[src/hdl/compass_heading_magnitude_unit_macros.svh]
// Assertion helpers for the compass heading block.
// The short forms assume a clock named clk_i and an active-low reset named rst_ni.
`ifndef COMPASS_HEADING_MAGNITUDE_UNIT_MACROS_SVH
`define COMPASS_HEADING_MAGNITUDE_UNIT_MACROS_SVH

`ifndef ASSERT_OFF

`define CHM_ASSERT(lbl, prop) \
  lbl: assert property (@(posedge clk_i) disable iff (!rst_ni) (prop)) \
    else $error("chm assertion failed");

`define CHM_ASSERT_IMPL(lbl, ante, cons) \
  lbl: assert property (@(posedge clk_i) disable iff (!rst_ni) (ante) |-> (cons)) \
    else $error("chm assertion failed");

`else

`define CHM_ASSERT(lbl, prop)

`define CHM_ASSERT_IMPL(lbl, ante, cons)

`endif

`endif

[src/hdl/chm_pkg.sv]
package chm_pkg;

  localparam int AXIS_W    = 16;  // raw axis sample
  localparam int DECL_W    = 15;  // declination register
  localparam int HEAD_W    = 15;  // wrapped heading
  localparam int ANG_W     = 15;  // signed angle, 1/64 degree, clamped to a half turn
  localparam int MAG_W     = 16;  // field magnitude
  localparam int SUM_W     = 32;  // sum of three squares
  localparam int CORD_W    = 20;  // CORDIC x/y datapath, covers the gain growth
  localparam int ACC_W     = 24;  // angle accumulator, 1/16384 degree
  localparam int TAB_LEN   = 24;
  localparam int TAB_IDX_W = 5;

  localparam int DEG180_FINE = 2949120;
  localparam int FULL_TURN   = 23040;
  localparam int HALF_TURN   = 11520;
  localparam int ROUND_HALF  = 128;
  localparam int FINE_SHIFT  = 8;

  typedef enum logic [1:0] {
    ST_IDLE,
    ST_SQUARE,
    ST_SOLVE
  } chm_state_e;

  // round(atan(2^-i) * 16384 * 180 / pi)
  function automatic logic signed [ACC_W-1:0] atan_fine(input logic [TAB_IDX_W-1:0] idx);
    logic signed [ACC_W-1:0] v;
    unique case (idx)
      5'd0:    v = 24'sd737280;
      5'd1:    v = 24'sd435242;
      5'd2:    v = 24'sd229970;
      5'd3:    v = 24'sd116736;
      5'd4:    v = 24'sd58595;
      5'd5:    v = 24'sd29326;
      5'd6:    v = 24'sd14667;
      5'd7:    v = 24'sd7334;
      5'd8:    v = 24'sd3667;
      5'd9:    v = 24'sd1833;
      5'd10:   v = 24'sd917;
      5'd11:   v = 24'sd458;
      5'd12:   v = 24'sd229;
      5'd13:   v = 24'sd115;
      5'd14:   v = 24'sd57;
      5'd15:   v = 24'sd29;
      5'd16:   v = 24'sd14;
      5'd17:   v = 24'sd7;
      5'd18:   v = 24'sd4;
      5'd19:   v = 24'sd2;
      5'd20:   v = 24'sd1;
      default: v = '0;
    endcase
    return v;
  endfunction

endpackage

[src/hdl/chm_stream_if.sv]
interface chm_in_if;
  logic                                valid;
  logic                                ready;
  logic                                data_ready;
  logic signed [chm_pkg::AXIS_W-1:0]   x_field;
  logic signed [chm_pkg::AXIS_W-1:0]   y_field;
  logic signed [chm_pkg::AXIS_W-1:0]   z_field;

  modport source (output valid, data_ready, x_field, y_field, z_field, input ready);
  modport sink   (input valid, data_ready, x_field, y_field, z_field, output ready);
endinterface

interface chm_out_if;
  logic                         valid;
  logic                         ready;
  logic [chm_pkg::HEAD_W-1:0]   heading;
  logic [chm_pkg::MAG_W-1:0]    magnitude;
  logic                         sample_fresh;

  modport source (output valid, heading, magnitude, sample_fresh, input ready);
  modport sink   (input valid, heading, magnitude, sample_fresh, output ready);
endinterface

[src/hdl/compass_heading_magnitude_unit.sv]
// A result is valid once both the CORDIC and the square root, which runs after the squaring
//   pass, have finished and the output slot is free.
// A new request is not taken until the last result has been loaded; ready is high only while idle.
// A finished result waits in the output register and holds until taken.
// Reset (async, active low): held sample clears to zero, declination returns to -538.
`include "compass_heading_magnitude_unit_macros.svh"

module compass_heading_magnitude_unit #(
  parameter int CORDIC_STEPS = 16
) (
  input  logic                                 clk_i,
  input  logic                                 rst_ni,
  chm_in_if.sink                               in_i,
  chm_out_if.source                            out_o,
  input  logic                                 cfg_we_i,
  input  logic signed [chm_pkg::DECL_W-1:0]    cfg_data_i
);

  localparam logic [2:0] SQ_LAST = 3'd4;  // squares at 0..2, accumulate at 1..3, sum ready at 4
  localparam logic signed [chm_pkg::DECL_W-1:0] DECL_LIM = chm_pkg::DECL_W'(chm_pkg::HALF_TURN);
  localparam logic signed [chm_pkg::DECL_W-1:0] DECL_RST = -chm_pkg::DECL_W'(538);
  localparam logic signed [chm_pkg::ANG_W:0] TURN = (chm_pkg::ANG_W + 1)'(chm_pkg::FULL_TURN);

  chm_pkg::chm_state_e state_q, state_d;

  // Control strobes from the sequencer
  logic in_ready, cordic_start, sqrt_start, sq_acc, load_out, slot_free;

  // Held sample and configuration
  logic signed [chm_pkg::AXIS_W-1:0]  held_x_q, held_y_q, held_z_q;
  logic signed [chm_pkg::DECL_W-1:0]  decl_q, decl_d;
  logic                               fresh_q;

  // Squaring pass: one shared multiplier, product registered before the add
  logic [2:0]                          sq_cnt_q;
  logic signed [chm_pkg::AXIS_W-1:0]   sq_op;
  logic signed [chm_pkg::SUM_W-1:0]    sq_prod;
  logic [chm_pkg::SUM_W-1:0]           prod_q, sum_q, sum_d;

  // Iterative units
  logic                               cordic_done, sqrt_done;
  logic signed [chm_pkg::ANG_W-1:0]   angle;
  logic [chm_pkg::MAG_W-1:0]          root;

  // Heading wrap and output register
  logic signed [chm_pkg::ANG_W:0]     h_sum, h_wrap;
  logic                               out_valid_q;
  logic [chm_pkg::HEAD_W-1:0]         heading_q;
  logic [chm_pkg::MAG_W-1:0]          magnitude_q;
  logic                               out_fresh_q;

  // ---------------------------------------------------------------------------
  // Sequencer: IDLE takes a request, SQUARE runs the multiplier over x, y, z
  // (the CORDIC starts on its first cycle, the square root on its last), SOLVE waits for both units and
  // for a free output slot.
  // ---------------------------------------------------------------------------
  always_comb begin
    state_d = state_q;
    unique case (state_q)
      chm_pkg::ST_IDLE: begin
        if (in_i.valid) state_d = chm_pkg::ST_SQUARE;
      end
      chm_pkg::ST_SQUARE: begin
        if (sq_cnt_q == SQ_LAST) state_d = chm_pkg::ST_SOLVE;
      end
      chm_pkg::ST_SOLVE: begin
        if (load_out) state_d = chm_pkg::ST_IDLE;
      end
      default: state_d = chm_pkg::ST_IDLE;
    endcase
  end

  assign slot_free = !out_valid_q || out_o.ready;

  always_comb begin
    in_ready     = 1'b0;
    cordic_start = 1'b0;
    sqrt_start   = 1'b0;
    sq_acc       = 1'b0;
    load_out     = 1'b0;
    unique case (state_q)
      chm_pkg::ST_IDLE: begin
        in_ready = 1'b1;
      end
      chm_pkg::ST_SQUARE: begin
        cordic_start = (sq_cnt_q == '0);
        sq_acc       = (sq_cnt_q != '0) && (sq_cnt_q != SQ_LAST);
        sqrt_start   = (sq_cnt_q == SQ_LAST);
      end
      chm_pkg::ST_SOLVE: begin
        load_out = cordic_done && sqrt_done && slot_free;
      end
      default: begin
        in_ready = 1'b0;
      end
    endcase
  end

  assign in_i.ready = in_ready;

  always_ff @(posedge clk_i or negedge rst_ni) begin
    if (!rst_ni) begin
      state_q  <= chm_pkg::ST_IDLE;
      sq_cnt_q <= '0;
    end else begin
      state_q <= state_d;
      if (state_q == chm_pkg::ST_SQUARE && sq_cnt_q != SQ_LAST) begin
        sq_cnt_q <= sq_cnt_q + 1'b1;
      end else begin
        sq_cnt_q <= '0;
      end
    end
  end

  // ---------------------------------------------------------------------------
  // Held sample: replace on a fresh request, otherwise keep. Declination is
  // saturated to a half turn on write, which matches saturating on every use.
  // ---------------------------------------------------------------------------
  always_comb begin
    if (cfg_data_i > DECL_LIM) begin
      decl_d = DECL_LIM;
    end else if (cfg_data_i < -DECL_LIM) begin
      decl_d = -DECL_LIM;
    end else begin
      decl_d = cfg_data_i;
    end
  end

  always_ff @(posedge clk_i or negedge rst_ni) begin
    if (!rst_ni) begin
      held_x_q <= '0;
      held_y_q <= '0;
      held_z_q <= '0;
      decl_q   <= DECL_RST;
      fresh_q  <= 1'b0;
    end else begin
      if (cfg_we_i) decl_q <= decl_d;
      if (in_i.valid && in_ready) begin
        fresh_q <= in_i.data_ready;
        if (in_i.data_ready) begin
          held_x_q <= in_i.x_field;
          held_y_q <= in_i.y_field;
          held_z_q <= in_i.z_field;
        end
      end
    end
  end

  // ---------------------------------------------------------------------------
  // Sum of squares through the shared multiplier
  // ---------------------------------------------------------------------------
  always_comb begin
    unique case (sq_cnt_q)
      3'd0:    sq_op = held_x_q;
      3'd1:    sq_op = held_y_q;
      default: sq_op = held_z_q;
    endcase
    sq_prod = sq_op * sq_op;
    sum_d   = ((sq_cnt_q == 3'd1) ? '0 : sum_q) + prod_q;
  end

  always_ff @(posedge clk_i) begin
    if (state_q == chm_pkg::ST_SQUARE) prod_q <= $unsigned(sq_prod);
    if (sq_acc) sum_q <= sum_d;
  end

  // ---------------------------------------------------------------------------
  // Iterative units
  // ---------------------------------------------------------------------------
  chm_cordic #(
    .STEPS (CORDIC_STEPS)
  ) u_cordic (
    .clk_i   (clk_i),
    .rst_ni  (rst_ni),
    .start_i (cordic_start),
    .x_i     (held_x_q),
    .y_i     (held_y_q),
    .done_o  (cordic_done),
    .angle_o (angle)
  );

  chm_isqrt u_isqrt (
    .clk_i   (clk_i),
    .rst_ni  (rst_ni),
    .start_i (sqrt_start),
    .value_i (sum_q),
    .done_o  (sqrt_done),
    .root_o  (root)
  );

  // ---------------------------------------------------------------------------
  // Heading: add declination, wrap below zero and above a full turn
  // ---------------------------------------------------------------------------
  always_comb begin
    h_sum = (chm_pkg::ANG_W + 1)'(angle) + (chm_pkg::ANG_W + 1)'(decl_q);
    if (h_sum < 0) begin
      h_wrap = h_sum + TURN;
    end else if (h_sum > TURN) begin
      h_wrap = h_sum - TURN;
    end else begin
      h_wrap = h_sum;
    end
  end

  // Output register: load when the slot is free, drop valid once taken
  always_ff @(posedge clk_i or negedge rst_ni) begin
    if (!rst_ni) begin
      out_valid_q <= 1'b0;
    end else if (load_out) begin
      out_valid_q <= 1'b1;
    end else if (out_o.ready) begin
      out_valid_q <= 1'b0;
    end
  end

  always_ff @(posedge clk_i) begin
    if (load_out) begin
      heading_q   <= chm_pkg::HEAD_W'(h_wrap);
      magnitude_q <= root;
      out_fresh_q <= fresh_q;
    end
  end

  assign out_o.valid        = out_valid_q;
  assign out_o.heading      = heading_q;
  assign out_o.magnitude    = magnitude_q;
  assign out_o.sample_fresh = out_fresh_q;

  // ---------------------------------------------------------------------------
  // Checks
  // ---------------------------------------------------------------------------
  `CHM_ASSERT(a_accept_starts, (in_i.valid && in_ready) |=> (state_q == chm_pkg::ST_SQUARE))
  `CHM_ASSERT(a_sqrt_restarts, sqrt_start |=> !sqrt_done)
  `CHM_ASSERT_IMPL(a_heading_range, out_valid_q, heading_q <= chm_pkg::HEAD_W'(23040))
  `CHM_ASSERT_IMPL(a_mag_range, out_valid_q, magnitude_q <= chm_pkg::MAG_W'(56756))

endmodule

[src/hdl/chm_cordic.sv]
module chm_cordic #(
  parameter int STEPS = 16
) (
  input  logic                                clk_i,
  input  logic                                rst_ni,
  input  logic                                start_i,
  input  logic signed [chm_pkg::AXIS_W-1:0]   x_i,
  input  logic signed [chm_pkg::AXIS_W-1:0]   y_i,
  output logic                                done_o,
  output logic signed [chm_pkg::ANG_W-1:0]    angle_o
);

  localparam int STEPS_EFF = (STEPS > chm_pkg::TAB_LEN) ? chm_pkg::TAB_LEN : STEPS;
  localparam logic [chm_pkg::TAB_IDX_W-1:0] LAST = chm_pkg::TAB_IDX_W'(STEPS_EFF - 1);
  localparam logic signed [chm_pkg::ACC_W-1:0] DEG180 = chm_pkg::ACC_W'(chm_pkg::DEG180_FINE);
  localparam logic signed [chm_pkg::ACC_W-1:0] CLAMP = chm_pkg::ACC_W'(chm_pkg::HALF_TURN);
  localparam logic signed [chm_pkg::ACC_W-1:0] RND = chm_pkg::ACC_W'(chm_pkg::ROUND_HALF);

  logic                                 busy_q, fin_q, done_q;
  logic [chm_pkg::TAB_IDX_W-1:0]        cnt_q;
  logic signed [chm_pkg::CORD_W-1:0]    x_q, y_q, x_d, y_d, xs, ys, x_ext, y_ext;
  logic signed [chm_pkg::ACC_W-1:0]     a_q, a_d, step, rnd, clamped;
  logic                                 zero_q;
  logic signed [chm_pkg::ANG_W-1:0]     angle_q;

  always_comb begin
    x_ext = chm_pkg::CORD_W'(x_i);
    y_ext = chm_pkg::CORD_W'(y_i);
    xs    = x_q >>> cnt_q;
    ys    = y_q >>> cnt_q;
    step  = chm_pkg::atan_fine(cnt_q);
    // Turn a left-half vector by 180 degrees before the rotations
    if (start_i) begin
      if (x_i < 0) begin
        x_d = -x_ext;
        y_d = -y_ext;
        a_d = (y_i >= 0) ? DEG180 : -DEG180;
      end else begin
        x_d = x_ext;
        y_d = y_ext;
        a_d = '0;
      end
    end else if (y_q > 0) begin
      x_d = x_q + ys;
      y_d = y_q - xs;
      a_d = a_q + step;
    end else begin
      x_d = x_q - ys;
      y_d = y_q + xs;
      a_d = a_q - step;
    end
    rnd = (a_q + RND) >>> chm_pkg::FINE_SHIFT;
    if (rnd > CLAMP) begin
      clamped = CLAMP;
    end else if (rnd < -CLAMP) begin
      clamped = -CLAMP;
    end else begin
      clamped = rnd;
    end
  end

  always_ff @(posedge clk_i or negedge rst_ni) begin
    if (!rst_ni) begin
      busy_q <= 1'b0;
      fin_q  <= 1'b0;
      done_q <= 1'b0;
      cnt_q  <= '0;
    end else if (start_i) begin
      busy_q <= 1'b1;
      fin_q  <= 1'b0;
      done_q <= 1'b0;
      cnt_q  <= '0;
    end else if (busy_q) begin
      if (cnt_q == LAST) begin
        busy_q <= 1'b0;
        fin_q  <= 1'b1;
      end else begin
        cnt_q <= cnt_q + 1'b1;
      end
    end else if (fin_q) begin
      fin_q  <= 1'b0;
      done_q <= 1'b1;
    end
  end

  always_ff @(posedge clk_i) begin
    if (start_i || busy_q) begin
      x_q <= x_d;
      y_q <= y_d;
      a_q <= a_d;
    end
    if (start_i) begin
      zero_q <= (x_i == '0) && (y_i == '0);
    end
    if (fin_q) begin
      angle_q <= zero_q ? '0 : chm_pkg::ANG_W'(clamped);
    end
  end

  assign done_o  = done_q;
  assign angle_o = angle_q;

endmodule

[src/hdl/chm_isqrt.sv]
module chm_isqrt (
  input  logic                         clk_i,
  input  logic                         rst_ni,
  input  logic                         start_i,
  input  logic [chm_pkg::SUM_W-1:0]    value_i,
  output logic                         done_o,
  output logic [chm_pkg::MAG_W-1:0]    root_o
);

  localparam int REM_W = chm_pkg::MAG_W + 1;
  localparam int CNT_W = $clog2(chm_pkg::MAG_W);
  localparam logic [CNT_W-1:0] LAST = CNT_W'(chm_pkg::MAG_W - 1);

  logic                        busy_q, done_q;
  logic [CNT_W-1:0]            cnt_q;
  logic [chm_pkg::SUM_W-1:0]   val_q;
  logic [REM_W-1:0]            rem_q, rem_d;
  logic [chm_pkg::MAG_W-1:0]   root_q, root_d;
  logic [REM_W+1:0]            rem_sh, trial;

  // One result bit per cycle: bring down two bits, try 4r+1
  always_comb begin
    rem_sh = {rem_q, val_q[chm_pkg::SUM_W-1 -: 2]};
    trial  = {1'b0, root_q, 2'b01};
    if (rem_sh >= trial) begin
      rem_d  = REM_W'(rem_sh - trial);
      root_d = {root_q[chm_pkg::MAG_W-2:0], 1'b1};
    end else begin
      rem_d  = REM_W'(rem_sh);
      root_d = {root_q[chm_pkg::MAG_W-2:0], 1'b0};
    end
  end

  always_ff @(posedge clk_i or negedge rst_ni) begin
    if (!rst_ni) begin
      busy_q <= 1'b0;
      done_q <= 1'b0;
      cnt_q  <= '0;
    end else if (start_i) begin
      busy_q <= 1'b1;
      done_q <= 1'b0;
      cnt_q  <= '0;
    end else if (busy_q) begin
      if (cnt_q == LAST) begin
        busy_q <= 1'b0;
        done_q <= 1'b1;
      end else begin
        cnt_q <= cnt_q + 1'b1;
      end
    end
  end

  always_ff @(posedge clk_i) begin
    if (start_i) begin
      val_q  <= value_i;
      rem_q  <= '0;
      root_q <= '0;
    end else if (busy_q) begin
      val_q  <= {val_q[chm_pkg::SUM_W-3:0], 2'b00};
      rem_q  <= rem_d;
      root_q <= root_d;
    end
  end

  assign done_o = done_q;
  assign root_o = root_q;

endmodule
[src/flat_wrapper.sv]
// flat-port wrapper written by rule: the top's interface ports become plain ports
module compass_heading_magnitude_unit_flat 
#(
  parameter int CORDIC_STEPS = 16
)
  (clk_i, rst_ni, cfg_we_i, cfg_data_i, in_i_valid, in_i_data_ready, in_i_x_field, in_i_y_field, in_i_z_field, in_i_ready, out_o_valid, out_o_heading, out_o_magnitude, out_o_sample_fresh, out_o_ready);
  chm_in_if in_i_i ();
  chm_out_if out_o_i ();
  input  logic clk_i;
  input  logic rst_ni;
  input  logic cfg_we_i;
  input  logic signed [chm_pkg::DECL_W-1:0] cfg_data_i;
  input wire logic [$bits(in_i_i.valid)-1:0] in_i_valid;
  input wire logic [$bits(in_i_i.data_ready)-1:0] in_i_data_ready;
  input wire logic [$bits(in_i_i.x_field)-1:0] in_i_x_field;
  input wire logic [$bits(in_i_i.y_field)-1:0] in_i_y_field;
  input wire logic [$bits(in_i_i.z_field)-1:0] in_i_z_field;
  output wire logic [$bits(in_i_i.ready)-1:0] in_i_ready;
  output wire logic [$bits(out_o_i.valid)-1:0] out_o_valid;
  output wire logic [$bits(out_o_i.heading)-1:0] out_o_heading;
  output wire logic [$bits(out_o_i.magnitude)-1:0] out_o_magnitude;
  output wire logic [$bits(out_o_i.sample_fresh)-1:0] out_o_sample_fresh;
  input wire logic [$bits(out_o_i.ready)-1:0] out_o_ready;
  assign in_i_i.valid = in_i_valid;
  assign in_i_i.data_ready = in_i_data_ready;
  assign in_i_i.x_field = in_i_x_field;
  assign in_i_i.y_field = in_i_y_field;
  assign in_i_i.z_field = in_i_z_field;
  assign in_i_ready = in_i_i.ready;
  assign out_o_valid = out_o_i.valid;
  assign out_o_heading = out_o_i.heading;
  assign out_o_magnitude = out_o_i.magnitude;
  assign out_o_sample_fresh = out_o_i.sample_fresh;
  assign out_o_i.ready = out_o_ready;
  compass_heading_magnitude_unit #(.CORDIC_STEPS(CORDIC_STEPS)) u_core (.clk_i(clk_i), .rst_ni(rst_ni), .in_i(in_i_i), .out_o(out_o_i), .cfg_we_i(cfg_we_i), .cfg_data_i(cfg_data_i));
endmodule
[config.mk]
export PLATFORM = sky130hd
export DESIGN_NAME = compass_heading_magnitude_unit_flat
export DESIGN_NICKNAME = d
export VERILOG_FILES = /design/src/hdl/chm_pkg.sv /design/src/hdl/chm_stream_if.sv /design/src/hdl/compass_heading_magnitude_unit.sv /design/src/hdl/chm_cordic.sv /design/src/hdl/chm_isqrt.sv /design/src/flat_wrapper.sv
export VERILOG_INCLUDE_DIRS = /design/src /design/src/hdl
export SDC_FILE = /design/constraint.sdc
export NUM_CORES = 2
export LEC_CHECK = 0
export BUFFER_PORTS_ARGS = -buffer_cell sky130_fd_sc_hd__buf_2
export CELL_PAD_IN_SITES_DETAIL_PLACEMENT = 2
export CELL_PAD_IN_SITES_GLOBAL_PLACEMENT = 2
export CORE_MARGIN = 4
export CORE_UTILIZATION = 45
export CTS_CLUSTER_SIZE = 40
export DETAILED_ROUTE_END_ITERATION = 10
export MAX_ROUTING_LAYER = met4
export PLACE_DENSITY_LB_ADDON = 0.1
export SYNTH_ARGS = -nofsm -noshare
export SYNTH_HDL_FRONTEND = slang
export SYNTH_SLANG_ARGS = --single-unit
[constraint.sdc]
create_clock -name clk_i -period 17.2 [get_ports clk_i]
set_clock_uncertainty 0.05 [all_clocks]
set_input_delay 2.58 -clock clk_i [delete_from_list [all_inputs] [get_ports clk_i]]
set_output_delay 2.58 -clock clk_i [all_outputs]
set_load 0.01 [all_outputs]
==> metrics.txt <==
# TYPE chip_impl_metric gauge
chip_impl_metric{name="clkLatencyLatePin",unit="ns"} 0.61
chip_impl_metric{name="netlist.area_leader.share",unit=""} 0.194
chip_impl_metric{name="gpl.final_weighted_congestion",unit=""} 0.900
chip_impl_metric{name="wl_met2",unit="microns"} 56500
chip_impl_metric{name="postRouteAntennaNets",unit=""} 0
chip_impl_info{name="synth_ff_type",value="sky130_fd_sc_hd__edfxtp_1"} 1
chip_impl_metric{name="max_cap_violations",unit=""} 0
chip_impl_metric{name="grt_usage",unit=""} 0.301
chip_impl_metric{name="synth_seq_area_share",unit=""} 0.281
chip_impl_metric{name="grt_antenna_before_repair",unit=""} 0
chip_impl_metric{name="fin_crit_sh",unit=""} 0.593
chip_impl_metric{name="postSynthAreaPerCell",unit="sq um"} 9.34
chip_impl_metric{name="nFillCells",unit=""} 7385
chip_impl_info{name="crit_type",value="reg -> reg"} 1
chip_impl_metric{name="post_drt_via_cell_ratio",unit=""} 5.88
chip_impl_metric{name="num_io_pins",unit=""} 103
chip_impl_metric{name="detailed_place.area",unit="sq um"} 33500
chip_impl_metric{name="first_pass_iters",unit=""} 5
chip_impl_metric{name="timing.critical_path.arrival",unit="ns"} 10.47
chip_impl_info{name="status",value="completed"} 1
chip_impl_info{name="worstSetupEndpointType",value="flip-flop"} 1
chip_impl_metric{name="worst_ep_required_time",unit="ns"} 17.47
chip_impl_metric{name="design.die.area",unit="sq um"} 75500
chip_impl_metric{name="synth.ff_latch_count",unit=""} 324
chip_impl_info{name="cts_tree",value="built"} 1
chip_impl_metric{name="post_dr_wirelength_cell",unit="microns"} 24.6
chip_impl_metric{name="clock_sink_count",unit=""} 324
chip_impl_metric{name="drt-initial-drc-count",unit=""} 1430
chip_impl_metric{name="post-route-cell-area",unit="sq um"} 34900
chip_impl_metric{name="post_cts_resized",unit=""} 0
chip_impl_metric{name="timing.critical_path.slowest_cell_delay",unit="ns"} 1.03
chip_impl_metric{name="cts_made_buffers",unit=""} 41
chip_impl_metric{name="post_route_cells_drive_above_1_share",unit=""} 0.0986
chip_impl_metric{name="max_slew_margin_vs_limit",unit=""} 0.131
chip_impl_metric{name="worst_margin_slew",unit="ns"} 1.30
chip_impl_metric{name="metal1_wirelength",unit="microns"} 45600
chip_impl_info{name="cp_common_cell",value="sky130_fd_sc_hd__fa_1"} 1
chip_impl_metric{name="synth_cell_type_count",unit=""} 86
chip_impl_info{name="highest_layer_used_for_signal_routing",value="met4"} 1
chip_impl_metric{name="via_count",unit=""} 26200
chip_impl_metric{name="dp.final_hpwl",unit="microns"} 81500
chip_impl_metric{name="floorplan.initialDensity",unit=""} 0.456
chip_impl_metric{name="clock.fmax",unit="GHz"} 0.0981
chip_impl_info{name="grt_setup_unrepaired",value="no"} 1
chip_impl_metric{name="floorplan.die.height",unit="microns"} 275
chip_impl_metric{name="postSynthNetCount",unit=""} 3973
chip_impl_metric{name="final_setup_margin",unit="ns"} 7.00
chip_impl_metric{name="wl_met3",unit="microns"} 3840
chip_impl_metric{name="core_area",unit="sq um"} 70300
chip_impl_metric{name="rows",unit=""} 97
chip_impl_metric{name="multi_input_comb_area",unit="sq um"} 20900
chip_impl_metric{name="cts_buffer_depth",unit=""} 3
chip_impl_metric{name="grt_overflow_total",unit=""} 0
chip_impl_metric{name="pin_count_of_the_biggest_net_entering_global_routing",unit=""} 78
chip_impl_metric{name="areaGrowthSynthToFinish",unit="%"} 8.95
chip_impl_metric{name="number_of_input_and_output_port_buffers_inserted",unit=""} 102
chip_impl_metric{name="synth_edf_count",unit=""} 207
chip_impl_metric{name="cts-hold-fix-buffers",unit=""} 0
chip_impl_metric{name="timing.final.hold_violations",unit=""} 0
chip_impl_metric{name="cts_htree_levels",unit=""} 2
chip_impl_metric{name="postRouteWirelength",unit="microns"} 110000
chip_impl_metric{name="grt_pass1_wl",unit="microns"} 174000
chip_impl_metric{name="synth_async_sr_flop_share",unit=""} 0.259
chip_impl_metric{name="place_worst_setup_slack",unit="ns"} 7.31
chip_impl_metric{name="accumulated_negative_setup_slack",unit="ns"} 0
chip_impl_info{name="timing.critical_path.from_type",value="flip-flop"} 1
chip_impl_info{name="worstHoldPathType",value="reg -> reg"} 1
chip_impl_metric{name="drv_slew",unit=""} 0
chip_impl_metric{name="diodes",unit=""} 0
chip_impl_metric{name="total_setup_buffers_inserted_after_cts",unit=""} 0
chip_impl_metric{name="worst-path-max-fanout",unit=""} 17
chip_impl_metric{name="remaining_drc_errors",unit=""} 0
chip_impl_metric{name="finalSetupViolations",unit=""} 0
chip_impl_info{name="largest_area_contributor_in_the_netlist",value="sky130_fd_sc_hd__edfxtp_1"} 1
chip_impl_metric{name="die_width",unit="microns"} 275
chip_impl_metric{name="timing.final.crit_period",unit="ns"} 10.20
chip_impl_metric{name="first_global_vias",unit=""} 30100
chip_impl_metric{name="clk_pin_slew",unit="ns"} 0.06
chip_impl_info{name="synth.top_cells.by_area",value="sky130_fd_sc_hd__edfxtp_1 (19%), sky130_fd_sc_hd__fa_1 (15%), sky130_fd_sc_hd__ha_1 (9.3%)"} 1
chip_impl_metric{name="net_total_in_the_final_layout",unit=""} 4029
chip_impl_metric{name="yosysWarnings",unit=""} 0
chip_impl_metric{name="synth_area",unit="sq um"} 32000
chip_impl_metric{name="sequential_cell_area",unit="sq um"} 9000
chip_impl_info{name="crit_path_top_delay_cell",value="sky130_fd_sc_hd__nor2b_1"} 1
chip_impl_info{name="cts_root_buffer",value="sky130_fd_sc_hd__clkbuf_16"} 1
chip_impl_metric{name="syn_inst",unit=""} 3429
## layout by cell type, fill, tap and decap left out, types with 68 or more instances in the layout
master / count
sky130_fd_sc_hd__edfxtp_1: 207
sky130_fd_sc_hd__inv_1: 438
sky130_fd_sc_hd__ha_1: 238
sky130_fd_sc_hd__dfrtp_1: 70
sky130_fd_sc_hd__xnor2_1: 155
sky130_fd_sc_hd__nor2_1: 300
sky130_fd_sc_hd__nand2_1: 355
sky130_fd_sc_hd__buf_2: 101
sky130_fd_sc_hd__a21o_1: 68
sky130_fd_sc_hd__xor2_1: 85
sky130_fd_sc_hd__o21ai_0: 165
sky130_fd_sc_hd__fa_1: 237
sky130_fd_sc_hd__a21oi_1: 193
## flip-flops by register name (all words and copies together), names as in the netlist, 2 cells and up
name and flops:
u_core.decl_q 15, u_core.held_x_q 16, u_core.held_y_q 16, u_core.held_z_q 16, u_core.out_o.heading 15, u_core.out_o.magnitude 16, u_core.prod_q 31, u_core.sq_cnt_q 3
u_core.state_q 2, u_core.sum_q 32, u_core.u_cordic.a_q 24, u_core.u_cordic.angle_o 15, u_core.u_cordic.cnt_q 5, u_core.u_cordic.x_q 20, u_core.u_cordic.y_q 20, u_core.u_isqrt.cnt_q 4
u_core.u_isqrt.rem_q 17, u_core.u_isqrt.root_o 16, u_core.u_isqrt.val_q 32
## area by class of cell
cell class | count | area share
multi-input combinational | 2538 | 0.598
sequential | 324 | 0.258
inverter | 447 | 0.0481
clock buffer | 65 | 0.0370
tap | 940 | 0.0337
timing repair buffer | 133 | 0.0214
clock inverter | 11 | 0.00373
## metal layers
layer | vias to the layer above | track usage
li1 | 11800 | -
met1 | 13600 | 0.360
met2 | 566 | 0.535
met3 | 213 | 0.0300
met4 | 0 | 0.0954
met5 | - | -
## worst max-delay path, delay by kind of cell, from the launching register on
| family | cells | cell delay, ns |
|---|---|---|
| and+or+nand+nor | 4 | 1.77 |
| adders and majority gates | 8 | 3.59 |
| xor gates and xnor gates | 1 | 0.10 |
| DFF | 1 | 0.41 |
| AOI/OAI and AO/OA | 9 | 3.00 |
| buffers and inverters | 6 | 1.02 |
## per-stage QoR
step / cells / hold slack, ns / util
4_1_cts: 4458 / 0.420 / 0.497
5_1_grt: 4458 / 0.436 / 0.497
6_report: 4458 / 0.421 / 0.497
3_3_place_gp: 4382 / 0.384 / 0.476
2_1_floorplan: 3429 / 0.376 / -
3_5_place_dp: 4382 / 0.398 / 0.476
## Yosys cell counts (22+ instances only)
master                     instances
sky130_fd_sc_hd__inv_1           439
sky130_fd_sc_hd__nand2_1         356
sky130_fd_sc_hd__nor2_1          305
sky130_fd_sc_hd__ha_1            238
sky130_fd_sc_hd__fa_1            237
sky130_fd_sc_hd__edfxtp_1        207
sky130_fd_sc_hd__a21oi_1         193
sky130_fd_sc_hd__o21ai_0         165
sky130_fd_sc_hd__xnor2_1         155
sky130_fd_sc_hd__clkbuf_1         94
sky130_fd_sc_hd__xor2_1           85
sky130_fd_sc_hd__dfrtp_1          73
sky130_fd_sc_hd__a21o_1           68
sky130_fd_sc_hd__mux2i_1          64
sky130_fd_sc_hd__mux2_2           60
sky130_fd_sc_hd__nor3_1           52
sky130_fd_sc_hd__nand3_1          47
sky130_fd_sc_hd__and2_1           43
sky130_fd_sc_hd__dfxtp_1          33
sky130_fd_sc_hd__nand2b_1         33
sky130_fd_sc_hd__mux4_2           30
sky130_fd_sc_hd__nor2b_1          27
sky130_fd_sc_hd__a31oi_1          26
sky130_fd_sc_hd__a211oi_1         23
sky130_fd_sc_hd__o31ai_1          23
sky130_fd_sc_hd__or3_1            22
## cell families after synthesis
group | after synthesis | synth area share
adder cells (fa/ha/maj) | 475 | 0.241
flip-flops | 324 | 0.281
buffers and inverters | 567 | 0.0684
XOR/XNOR | 240 | 0.0656
AND/OR/NAND/NOR | 987 | 0.140
multiplexers | 165 | 0.0712
AO/OA/AOI/OAI | 671 | 0.133
## path summary, 6_finish.rpt
check / startpoint / endpoint / slack [ns] / cells past startpoint
setup / recovery: u_core.sq_cnt_q[1] / u_core.prod_q[30] / 7.00 / 28
hold / removal: u_core.fresh_q / u_core.out_o.sample_fresh / 0.42 / 0
setup reg to reg: u_core.sq_cnt_q[1] / u_core.prod_q[30] / 7.00 / 28
hold reg to reg: u_core.fresh_q / u_core.out_o.sample_fresh / 0.42 / 0
max in group asynchronous: rst_ni / u_core.u_isqrt.busy_q / 13.98 / 2
min in group asynchronous: rst_ni / u_core.held_z_q[3] / 1.92 / 1
Power is left out: the tool's default activity adds up to more than one toggle a clock period on the data nets, which glitch-free logic cannot reach.
